==> config.mk <==
export PLATFORM = sky130hd
export DESIGN_NAME = rdb_ptr
export DESIGN_NICKNAME = d
export VERILOG_FILES = /design/src/design/rdb_pkg.sv /design/src/design/rdb_ptr.sv
export SDC_FILE = /design/constraint.sdc
export NUM_CORES = 1
export LEC_CHECK = 0
export BUFFER_PORTS_ARGS = -buffer_cell sky130_fd_sc_hd__buf_2
export CAP_MARGIN = 10
export CORE_MARGIN = 4
export CORE_UTILIZATION = 45
export CTS_CLUSTER_DIAMETER = 150
export DETAILED_ROUTE_END_ITERATION = 16
export PLACE_DENSITY_LB_ADDON = 0.3
export SETUP_SLACK_MARGIN = 0.1
export SYNTH_ARGS = -nofsm -noshare
export SYNTH_HDL_FRONTEND = slang
export SYNTH_SLANG_ARGS = --single-unit
==> constraint.sdc <==
create_clock -name clk -period 2.94 [get_ports clk]
set_input_delay 0.147 -clock clk [delete_from_list [all_inputs] [get_ports clk]]
set_output_delay 0.147 -clock clk [all_outputs]
set_load 0.02 [all_outputs]
==> src/design/rdb_pkg.sv <==
// ----------------------------------------------------------------------------
// rdb_pkg: shared definitions for the ring deque buffer
// Operation codes, status codes, field widths and the decode flag bundle.
// ----------------------------------------------------------------------------
package rdb_pkg;

  localparam int DEPTH_DEF = 1024;

  localparam int OP_W   = 3;
  localparam int DATA_W = 16;
  localparam int CNT_W  = 10;

  localparam logic [OP_W-1:0] OP_ADD    = 3'd0;
  localparam logic [OP_W-1:0] OP_INC    = 3'd1;
  localparam logic [OP_W-1:0] OP_TAKE   = 3'd2;
  localparam logic [OP_W-1:0] OP_POP    = 3'd3;
  localparam logic [OP_W-1:0] OP_UNTAKE = 3'd4;

  localparam logic ST_DONE    = 1'b0;
  localparam logic ST_REFUSED = 1'b1;

  // Per-word decode result handed from the pointer unit to the datapath.
  typedef struct packed {
    logic refused;   // operation rejected, no state change
    logic wr_en;     // word writes the ring entry at its address
    logic wr_inc;    // write value is old entry plus operand
    logic ret_data;  // word returns the entry read at its address
  } dec_t;

endpackage

==> src/design/rdb_ptr.sv <==
// ----------------------------------------------------------------------------
// rdb_ptr: head, tail and fill tracking
// Decodes each word against the current pointers and advances them on accept.
// ----------------------------------------------------------------------------
module rdb_ptr #(
  parameter int DEPTH = rdb_pkg::DEPTH_DEF,
  parameter int AW    = $clog2(DEPTH)
) (
  input  logic                     clk,
  input  logic                     rst,
  input  logic                     accept,
  input  logic [rdb_pkg::OP_W-1:0] opcode,
  output rdb_pkg::dec_t            dec,
  output logic [AW-1:0]            addr,
  output logic [AW-1:0]            fill_after
);

  localparam logic [AW-1:0] LAST = AW'(DEPTH - 1);

  logic [AW-1:0] head;
  logic [AW-1:0] tail;
  logic [AW-1:0] fill;
  logic [AW-1:0] head_next;
  logic [AW-1:0] tail_next;
  logic [AW-1:0] fill_next;
  logic [AW-1:0] head_inc;
  logic [AW-1:0] head_dec;
  logic [AW-1:0] tail_inc;
  logic [AW-1:0] tail_dec;

  assign head_inc = (head == LAST) ? '0 : head + 1'b1;
  assign head_dec = (head == '0) ? LAST : head - 1'b1;
  assign tail_inc = (tail == LAST) ? '0 : tail + 1'b1;
  assign tail_dec = (tail == '0) ? LAST : tail - 1'b1;

  always_comb begin
    dec        = '0;
    addr       = tail;
    head_next  = head;
    tail_next  = tail;
    fill_next  = fill;
    unique case (opcode)
      rdb_pkg::OP_ADD: begin
        addr = head;
        if (head_inc == tail) begin
          dec.refused = 1'b1;
        end else begin
          dec.wr_en = 1'b1;
          head_next = head_inc;
          fill_next = fill + 1'b1;
        end
      end
      rdb_pkg::OP_INC: begin
        addr = head_dec;
        if (head == tail) begin
          dec.refused = 1'b1;
        end else begin
          dec.wr_en  = 1'b1;
          dec.wr_inc = 1'b1;
        end
      end
      rdb_pkg::OP_TAKE: begin
        addr = tail;
        if (fill == '0) begin
          dec.refused = 1'b1;
        end else begin
          dec.ret_data = 1'b1;
          tail_next    = tail_inc;
          fill_next    = fill - 1'b1;
        end
      end
      rdb_pkg::OP_POP: begin
        addr = head_dec;
        if (fill == '0) begin
          dec.refused = 1'b1;
        end else begin
          dec.ret_data = 1'b1;
          head_next    = head_dec;
          fill_next    = fill - 1'b1;
        end
      end
      rdb_pkg::OP_UNTAKE: begin
        if (fill == LAST) begin
          dec.refused = 1'b1;
        end else begin
          tail_next = tail_dec;
          fill_next = fill + 1'b1;
        end
      end
      default: begin
        dec.refused = 1'b1;
      end
    endcase
  end

  assign fill_after = fill_next;

  always_ff @(posedge clk) begin
    if (rst) begin
      head <= '0;
      tail <= '0;
      fill <= '0;
    end else if (accept) begin
      head <= head_next;
      tail <= tail_next;
      fill <= fill_next;
    end
  end

endmodule

-- Word-level counts from Yosys, hierarchy flattened
Index checks and enable logic that the tools add are counted.
W data, S select, Z words.
- reductions and logical operators: 10
- equal/unequal tests: 13
- $add $sub $neg: 6
- mux-type cells: 26
- operators with widths (cell ; count):
    $mux W10 ; 11
    $pmux W10 S2 ; 3
    $add A10 B1 Y10 const B ; 3
    $eq A10 B10 Y1 const B ; 3
    $logic_not A10 Y1 ; 3
    $pmux W10 S3 ; 1
    $sub A10 B1 Y10 const B ; 3
    $eq A10 B10 Y1 ; 2
    $mux W1 ; 8
    $ne A2 B2 Y1 const B ; 4
    $reduce_and A4 Y1 ; 2
    $eq A3 B2 Y1 const B ; 2
    $pmux W1 S4 ; 1
    $reduce_bool A2 Y1 ; 2
    $reduce_or A2 Y1 ; 2
    $eq A3 B1 Y1 const B ; 1
    $eq A3 B3 Y1 const B ; 1
    $logic_not A3 Y1 ; 1
    $mux W2 ; 1
    $pmux W1 S2 ; 1
- output and inout port bits: 24
- input port bits: 6
- bits in registers: 30
- logic and storage cells: 58

-- Longest topological paths before layout
Gate-level depths: netlist of the first run.
- depth after elaboration: 5
- gate-level depth with buffers: 12
- mapped depth without buffers: 10

-- Worst setup path after synthesis of the first run
No wires, ideal clock.
- path type: reg2out
- start point: register head[0]
- end point: output port fill_after[2]
- path buffers: 1
- stages on the path, launching flop included: 12
- setup slack: -0.094 ns
- arrival: 2.887 ns
- data required time: 2.793 ns
- path through: dfxtp_1 > clkbuf_1 > inv_1 > ha_1 > xor2_1 > a211oi_1 > a31o_2 > o211ai_1 > o31ai_1 > nand2_1 > a221oi_1 > o21ai_0
- cells in the longest elaborated chain, start to end: 5
- elaborated cells between the ends (all ways): 6
- ends and longest elaborated chain (element ; line ; source):
    start: declaration ; rdb_ptr.sv:20 ; logic [AW-1:0] head;
    start signal: assignment ; rdb_ptr.sv:104 ; head <= head_next;
    $add A10 B1 Y10 / $eq A10 B10 Y1 (equally long branches) ; rdb_ptr.sv:31 ; assign head_inc = (head == LAST) ? '0 : head + 1'b1;
    $mux W10 (*) ; rdb_ptr.sv:31 ;
    $eq A10 B10 Y1 (*) ; rdb_ptr.sv:45 ; if (head_inc == tail) begin
    $mux W10 (*) ; rdb_ptr.sv:45 ;
    $pmux W10 S3 (*) ; rdb_ptr.sv:42 ; unique case (opcode)
    end: declaration ; rdb_ptr.sv:15 ; output logic [AW-1:0] fill_after
Mark *: on every way between the ends. The rest lies on a longest branch, timed or not.

-- Worst setup path in the final report of the first run
- start point: register head[1]
- end point: output port fill_after[6]
Same word-level chain as after synthesis.

==> reports/qor.yml, run 1 <==
crit_chain: "ha_4, inv_2, a211o_1, xnor2_1, a2111o_1, buf_6, nor3_4, buf_6, a311o_1, nand2_1, a221o_1, buf_6"
finish.instance_area_um2: 4590
period_minus_slack_ns: 3.15
setup_viol: 10
synth_area_leaders: "dfxtp_1 (17%), o21ai_0 (6.3%), nor2_1 (6.3%), a21oi_1 (5.9%), nand2_1 (5.8%)"
switching_share: 0.407
place_congestion: 1.04
relSlewSlack: 0.602
synth_flop_cell: "dfxtp_1"
place_hpwl_um: 9520
async_flop_share: 0
final_nets: 618
clock.fmax_mhz: 317
cts_made_buffers: 5
place_area_um2: 4060
outcome: "finished with violations"
grt_pass1_vias: 3991
yosysMostFrequentCell: "nor2_1"
diodes: 0
vias_per_cell: 6.37
end_kind: "output port"
fin_crit_sh: 1.07
hold_viol_final: 0
p_per_area_nw_per_um2: 320
synth_edf_count: 0
synthToLayoutAreaGrowth_pct: 32.2
synth_fp_nets: 545
h-tree-depth: 2
firstDrtPassIters: 5
clock_path_buffers: 2
wl_um: 12900
worstSetupPathType: "reg2out"
synth_commonest_cells: "nor2_1 (58), nand2_1 (54), o21ai_0 (44)"
insertion_delay_ns: 0.28
grt_pass1_wl_um: 20500
cp_max_fo: 6
clock_power_share: 0.218
die_h_um: 95.8
antenna_left: 0
slew_viol_final: 0
p_leak_uw: 0.00194
skew_ns: 0.00753
critPathArrivalTime_ns: 3.00
cts-root-buf: "clkbuf_8"
hold_path.class: "in2reg"
yosys.area.top_type: "dfxtp_1"
violations: "negative setup slack"
dieArea_um2: 9180
clkSlewWorstSetupHoldPaths_ns: 0.06
grt_antenna_before_repair: 0
rsz0062_at_grt: "true"
combPwrFrac: 0.478
setup_tns_ns: -1.55
maxCapViolations: 0
cts_tree: "yes"
worst_slack_ns: -0.210
max_stage_delay_ns: 0.50
synthCells: 532
cpMaxStageDelayCell: "a2111o_1"
cts_sinks: 30
startpoint_type: "register"
critPathRequiredTime_ns: 2.79
synth_seq_cells: 30
io_buffers: 29
grt_max_degree: 28
fillers: 676
synth_top_area_share: 0.173
via_count: 4481
drc: 0
drive_gt1_frac: 0.274
yosysWarningCount: 0
vdd_drop_max_v: 0.000200
internal_power_uw: 870
dp_slack_ns: -0.0505
dp.cells: 677
worst_pin_slew_ns: 0.597
initial_core_util: 0.471
cpMostUsedCell: "buf_6"
fp.dieW_um: 95.8
synth_area_per_cell_um2: 6.52
ctsHoldBuffers: 0
netSwitchingPower_uw: 597
synth_cell_types: 62
track_usage: 0.288
io_pins: 30
ys_seq_area_frac: 0.173
p_seq_frac: 0.305
core_area_um2: 7370
routedWlPerCell_um: 18.4
drt_iter0_markers: 537
num_rows: 31
syn_area_um2: 3470
grt_overflow_total: 0
instances_no_fill: 704
[final timing paths]
kind	from	to	slack, ns	depth (start not counted)
worst max-delay path	head[1]	fill_after[6]	-0.21	12
worst min-delay path	accept	fill[8]	0.29	3
worst max register to register	head[1]	fill[7]	-0.13	14
worst min register to register	fill[7]	fill[7]	0.63	3
[per-stage QoR]
| step | hold WS, ns | power, uW | utilization |
|---|---|---|---|
| 4_1_cts | 0.278 | 1430 | 0.602 |
| 6_report | 0.290 | 1470 | 0.623 |
| 5_1_grt | 0.291 | 1550 | 0.623 |
| 2_1_floorplan | 0.479 | 852 | - |
| 3_3_place_gp | 0.563 | 1050 | 0.551 |
| 3_5_place_dp | 0.577 | 1050 | 0.551 |
[what timing repair did]
action                     in CTS  in global routing
resized for setup              41                 24
setup endpoints to repair      20                 25
buffers inserted               14                  7
pin swaps                      15                  4
[state kept, by name, indices dropped and copies added, names as in the netlist]
register	flops
tail	10
head	10
fill	10
[critical path: cells and delay by family, from the launching register on]
kind	cells	cell delay, ns
compound gates	4	1.35
simple gates	2	0.19
buf+inv	4	0.49
fa+ha+maj	1	0.17
flops	1	0.38
xor+xnor	1	0.13
[logic make-up after synthesis]
| group | Yosys count | synth area share |
|---|---|---|
| compound gates | 165 | 0.312 |
| xor+xnor | 26 | 0.0656 |
| fa+ha+maj | 7 | 0.0252 |
| buf+inv | 65 | 0.0750 |
| flops | 30 | 0.173 |
| mux | 6 | 0.0173 |
| simple gates | 233 | 0.332 |
[power by group through the flow]
stage,sequential (uW),clock [uW],combinational [uW]
after floorplan,443,0,409
after global placement,454,0,598
after detailed placement,455,0,599
after CTS,445,331,651
after global routing,449,352,752
final,447,319,701
[final cells by class]
type                    count  area, um^2  share of cell area
inverters                  19        71.3              0.0155
multi-input cells         437        2850               0.620
clock buffers               7        76.3              0.0166
flip-flops and latches     30         613               0.134
repair buffers            112         860               0.187
well taps                  99         124              0.0270
[routing by layer]
layer,vias up,global-route usage,wire length [um]
met1,2103,0.412,5660
met3,28,0.0602,1400
met4,0,0.0853,289
met5,-,0,0
met2,265,0.430,5600
li1,2085,-,-
[placed cells by master, fill, tap and decap left out, types with 4 or more instances in the layout]
master	count
clkbuf_8	5
o31ai_1	4
nor4_1	6
o22ai_1	7
a211oi_1	10
and2_1	4
ha_1	5
a211o_1	4
or3_1	9
nand4_1	8
dfxtp_1	24
nor2_1	58
buf_4	74
o21ai_0	41
nand2_1	51
xnor2_1	11
a21oi_1	38
mux2i_1	6
nor2b_1	8
nand3_1	20
inv_1	17
xor2_1	12
o211ai_1	4
nor3_1	17
or4_1	4
buf_2	24
dfxtp_2	4
and3_1	9
buf_6	11
nand2b_1	8
a31oi_1	8
No activity file was read; power rests on OpenSTA's default activity.
==> run 2, diff against run 1 <==
--- a/config.mk
+++ b/config.mk
@@ -8,9 +8,10 @@
 export BUFFER_PORTS_ARGS = -buffer_cell sky130_fd_sc_hd__buf_2
 export CAP_MARGIN = 10
 export CORE_MARGIN = 4
-export CORE_UTILIZATION = 45
+export CORE_UTILIZATION = 55
 export CTS_CLUSTER_DIAMETER = 150
 export DETAILED_ROUTE_END_ITERATION = 16
+export MAX_ROUTING_LAYER = met4
 export PLACE_DENSITY_LB_ADDON = 0.3
 export SETUP_SLACK_MARGIN = 0.1
 export SYNTH_ARGS = -nofsm -noshare
==> run 2 against run 1 <==
The run still ends with negative setup slack left. Clock power grew 16%. Highest routed layer unchanged. Wire length grew 9.4%. Hold slack lost 0.066 ns. Power grew 8.5%.
==> reports/qor.yml, run 2 (synthesis results as in run 1) <==
slew_viol_final: 0
cpMaxStageDelayCell: "or4_1"
core_area_um2: 6030
p_leak_uw: 0.00203
max_stage_delay_ns: 0.51
num_rows: 28
maxCapViolations: 0
diodes: 0
p_per_area_nw_per_um2: 330
clkSlewWorstSetupHoldPaths_ns: 0.07
gr-usage-met1: 0.469
place_hpwl_um: 9670
drive_gt1_frac: 0.313
reg.largest.list: "fill (10), head (10), tail (10)"
io_pins: 30
min_to: "head[7]"
track_usage: 0.364
r2r_setup_slack_ns: 0.09
rsz0062_at_grt: "true"
hold_path.class: "in2reg"
via_count: 4723
use_met2: 0.545
cts_sinks: 30
drc: 0
synthToLayoutAreaGrowth_pct: 39.0
startpoint_type: "register"
critPathRequiredTime_ns: 2.79
worst_slack_ns: -0.317
reg2reg_from: "head[1]"
gr-usage-met3: 0.0795
insertion_delay_ns: 0.29
die_h_um: 87.4
final_nets: 625
cts-root-buf: "clkbuf_8"
clock.fmax_mhz: 307
wl_um: 14200
firstDrtPassIters: 6
setup_viol: 10
grt_max_degree: 21
grt.busiest_layer: "met2"
period_minus_slack_ns: 3.26
clock_path_buffers: 2
path_buf_inv: 3
h-tree-depth: 2
layout_commonest_cell: "buf_4"
finalPower_uw: 1590
grt_pass1_vias: 4195
worstSetupPathType: "reg2out"
cp_max_fo: 5
grt_pass1_wl_um: 21200
vias_per_cell: 6.86
final_core_util: 0.801
cts_tree: "yes"
rr_worst_depth: 10
dp_slack_ns: -0.104
relSlewSlack: 0.605
crit_chain: "ha_4, buf_6, and2_1, a211oi_2, a31o_2, o211ai_1, buf_4, o41ai_4, nor2_2, or4_1, o21a_1, buf_6"
crit_cells: 12
place_congestion: 1.06
dieArea_um2: 7650
final_cell_mix: "buf_4 (81), nor2_1 (56), nand2_1 (49)"
drt_iter0_markers: 731
cts_made_buffers: 5
skew_ns: 0.00523
initial_core_util: 0.576
worst_pin_slew_ns: 0.587
grt_antenna_before_repair: 0
whs_path_depth: 2
critPathTopFamily: "compound AO/OA/AOI/OAI gates"
cpMostUsedCell: "buf_6"
outcome: "finished with violations"
setup_tns_ns: -1.89
finish.instance_area_um2: 4820
fin_crit_sh: 1.11
end_kind: "output port"
grt_overflow_total: 0
hold_viol_final: 0
critPathArrivalTime_ns: 3.11
antenna_left: 0
io_buffers: 29
place_area_um2: 4040
vdd_drop_max_v: 0.000312
violations: "negative setup slack"
r2r-end: "head[0]"
fp.dieW_um: 87.4
routedWlPerCell_um: 20.6
min_from: "rst"
## run 2: how the worst max path moves through the flow
stage,startpoint,end
after floorplan,head[0],fill_after[7]
after global placement,head[1],fill_after[7]
after detailed placement,head[1],fill_after[2]
after CTS,head[2],fill_after[7]
after global routing,head[1],fill_after[5]
final,head[1],fill_after[7]
## run 2: timing repair
item                                    in CTS  in global routing
gates cloned                                 0                  1
endpoints found under the hold margin        0                  0
gates resized for setup                     53                 61
setup buffers                               15                 14
hold buffers                                 0                  0
endpoints found under the setup margin      16                 29
pin swaps                                   18                 23
## run 2: layout make-up
cell class / instances / area [um^2]
clock inverters: 1 / 5.00
repair buffers: 118 / 936
flip-flops and latches: 30 / 613
multi-input cells: 438 / 3020
well taps: 75 / 93.8
inverters: 19 / 73.8
fillers: 435 / 1200
clock buffers: 7 / 86.3
## run 2: layer usage
layer	share of wire	routed length, um	vias to the layer above
li1	-	-	2117
met1	0.39	5510	2143
met5	0	0	-
met3	0.12	1690	101
met2	0.44	6190	362
met4	0.055	784	0
## run 2: worst reg2reg max path, cell delays in order (launching register included)
cell and delay [ns]:
dfxtp_4 0.38, ha_4 0.19, inv_2 0.05, a211o_1 0.32, xnor2_1 0.14, a2111o_2 0.54, buf_4 0.20, o41a_4 0.48
buf_4 0.16, a22oi_1 0.20, nor2_1 0.08
## run 2: stage by stage
| step | std cells | hold WS [ns] |
|---|---|---|
| 6_report | 688 | 0.224 |
| 5_1_grt | 688 | 0.232 |
| 4_1_cts | 675 | 0.221 |
| 3_5_place_dp | 654 | 0.517 |
| 3_3_place_gp | 654 | 0.511 |
| 2_1_floorplan | 532 | 0.479 |
## run 2: report_power, final
group	switching [uW]	internal, uW	total (uW)
Clock	182	189	371
Sequential	29.2	421	450
Combinational	450	320	770
==> run 3, diff against run 2 <==
--- a/config.mk
+++ b/config.mk
@@ -8,7 +8,7 @@
 export BUFFER_PORTS_ARGS = -buffer_cell sky130_fd_sc_hd__buf_2
 export CAP_MARGIN = 10
 export CORE_MARGIN = 4
-export CORE_UTILIZATION = 55
+export CORE_UTILIZATION = 61
 export CTS_CLUSTER_DIAMETER = 150
 export DETAILED_ROUTE_END_ITERATION = 16
 export MAX_ROUTING_LAYER = met4
==> constraint.sdc (replaced) <==
create_clock -name clk -period 3 [get_ports clk]
set_input_delay 0.15 -clock clk [delete_from_list [all_inputs] [get_ports clk]]
set_output_delay 0.15 -clock clk [all_outputs]
set_load 0.02 [all_outputs]
==> run 3 against run 2 <==
The run still ends with negative setup slack left. Cell count decreased by 3.6%. Register-to-register slack about the same. Critical path depth decreased by 1. Die area fell by 9.0%. Clock-buffer cell count stayed put. Sequential power shrank 1%. Via count increased by 3.6%. Highest routed layer unchanged. Critical path type unchanged. Utilization increased by 3.1 points. Hold slack gained 0.060 ns. Design area shrank 5.0%. Power shrank 7.1%.
==> reports/qor.yml, run 3 (synthesis results as in run 1) <==
clock.fmax_mhz: 303
drive_gt1_frac: 0.279
hold_path.class: "in2reg"
vdd_drop_max_v: 0.000257
cts_sinks: 30
wl_um: 14400
dieArea_um2: 6960
worstSetupPathType: "reg2out"
cp_max_fo: 5
layout_commonest_cell: "buf_4"
place_congestion: 1.08
min_from: "accept"
num_rows: 27
setup_viol: 11
p_leak_uw: 0.00190
period_minus_slack_ns: 3.30
min_to: "fill[5]"
clkSlewWorstSetupHoldPaths_ns: 0.07
ctsHoldBuffers: 0
core_area_um2: 5510
skew_ns: 0.00523
via_count: 4894
instances_no_fill: 663
relSlewSlack: 0.572
startpoint_type: "register"
p_per_area_nw_per_um2: 323
reg.largest.list: "fill (10), head (10), tail (10)"
vias_per_cell: 7.38
maxCapViolations: 0
grt_pass1_vias: 4163
worst_slack_ns: -0.301
grt_pass1_wl_um: 20800
reg2reg_from: "head[5]"
final_core_util: 0.832
whs_ns: 0.284
cts-root-buf: "clkbuf_8"
r2r_setup_slack_ns: 0.08
grt_antenna_before_repair: 0
fin_crit_sh: 1.10
h-tree-depth: 2
finalPower_uw: 1480
drc: 0
fp.dieW_um: 83.4
clock_path_buffers: 2
diodes: 0
whs_path_depth: 3
io_buffers: 29
outcome: "finished with violations"
initial_core_util: 0.630
place_hpwl_um: 8960
drt_iter0_markers: 965
cts_tree: "yes"
dp.cells: 638
final_nets: 604
critPathRequiredTime_ns: 2.85
antenna_left: 0
grt_overflow_total: 0
io_pins: 30
synthToLayoutAreaGrowth_pct: 32.0
grt_max_degree: 28
r2r-end: "head[0]"
end_kind: "output port"
track_usage: 0.368
hold_viol_final: 0
final_cell_mix: "buf_4 (59), nor2_1 (57), nand2_1 (51)"
insertion_delay_ns: 0.29
slew_viol_final: 0
dp_slack_ns: -0.0326
violations: "negative setup slack"
firstDrtPassIters: 12
rr_worst_depth: 10
routedWlPerCell_um: 21.7
worst_pin_slew_ns: 0.636
critPathArrivalTime_ns: 3.15
rsz0062_at_grt: "true"
die_h_um: 83.4
cts_made_buffers: 5
-- run 3: changes by cell type in the layout (fill, tap and decap cells not counted), sizes merged --
| cell | change |
|---|---|
| buf | -20 |
| clkinv | -1 |
| o41a | -1 |
-- run 3: timing repair --
item | 4_1_cts | 5_1_grt
resized for setup | 42 | 66
setup endpoints to repair | 19 | 20
pin swaps | 16 | 28
setup buffers | 9 | 10
-- run 3: critical path, cell delays in order (launching register included) --
cell and delay (ns):
dfxtp_2 0.35, nand4_1 0.24, buf_4 0.25, or4_4 0.50, a21oi_2 0.17, a2111o_1 0.21, buf_6 0.15, nor4_4 0.05
nand2b_4 0.15, or4_1 0.52, o21a_1 0.14, buf_6 0.13
-- run 3: worst max path at each step --
stage | startpoint | end | slack [ns] | depth (start not counted)
floorplan | head[1] | fill_after[7] | 0.10 | 9
global placement | head[1] | fill_after[7] | 0.04 | 10
detailed placement | head[1] | fill_after[2] | -0.03 | 12
CTS | head[0] | fill_after[1] | -0.10 | 10
global route | head[5] | fill_after[7] | -0.29 | 11
finish | head[5] | fill_after[7] | -0.30 | 11
-- run 3: per-stage QoR --
step,setup TNS (ns),area (um^2)
after floorplan,0,3490
after global placement,0,3940
after detailed placement,-0.0618,3940
after CTS,-0.472,4250
after global routing,-2.27,4580
final,-1.68,4580
-- run 3: area by class of cell --
type	instances	area, um^2
multi-input combinational	437	2940
fill	333	925
timing repair buffer	98	782
sequential	30	621
tap	72	90.1
clock buffer	7	76.3
inverter	19	71.3
-- run 3: report_power, final --
part	internal, uW	switching, uW	total (uW)
Sequential	413	32.9	445
Combinational	280	433	713
Clock	160	160	320
Total	853	625	1480
-- run 3: per-layer routing --
layer | track usage | vias up | wire length, um
met1 | 0.499 | 2202 | 5260
met3 | 0.0893 | 137 | 2200
met4 | 0.130 | 0 | 929
met2 | 0.531 | 500 | 5990
li1 | - | 2055 | -
met5 | - | - | 0
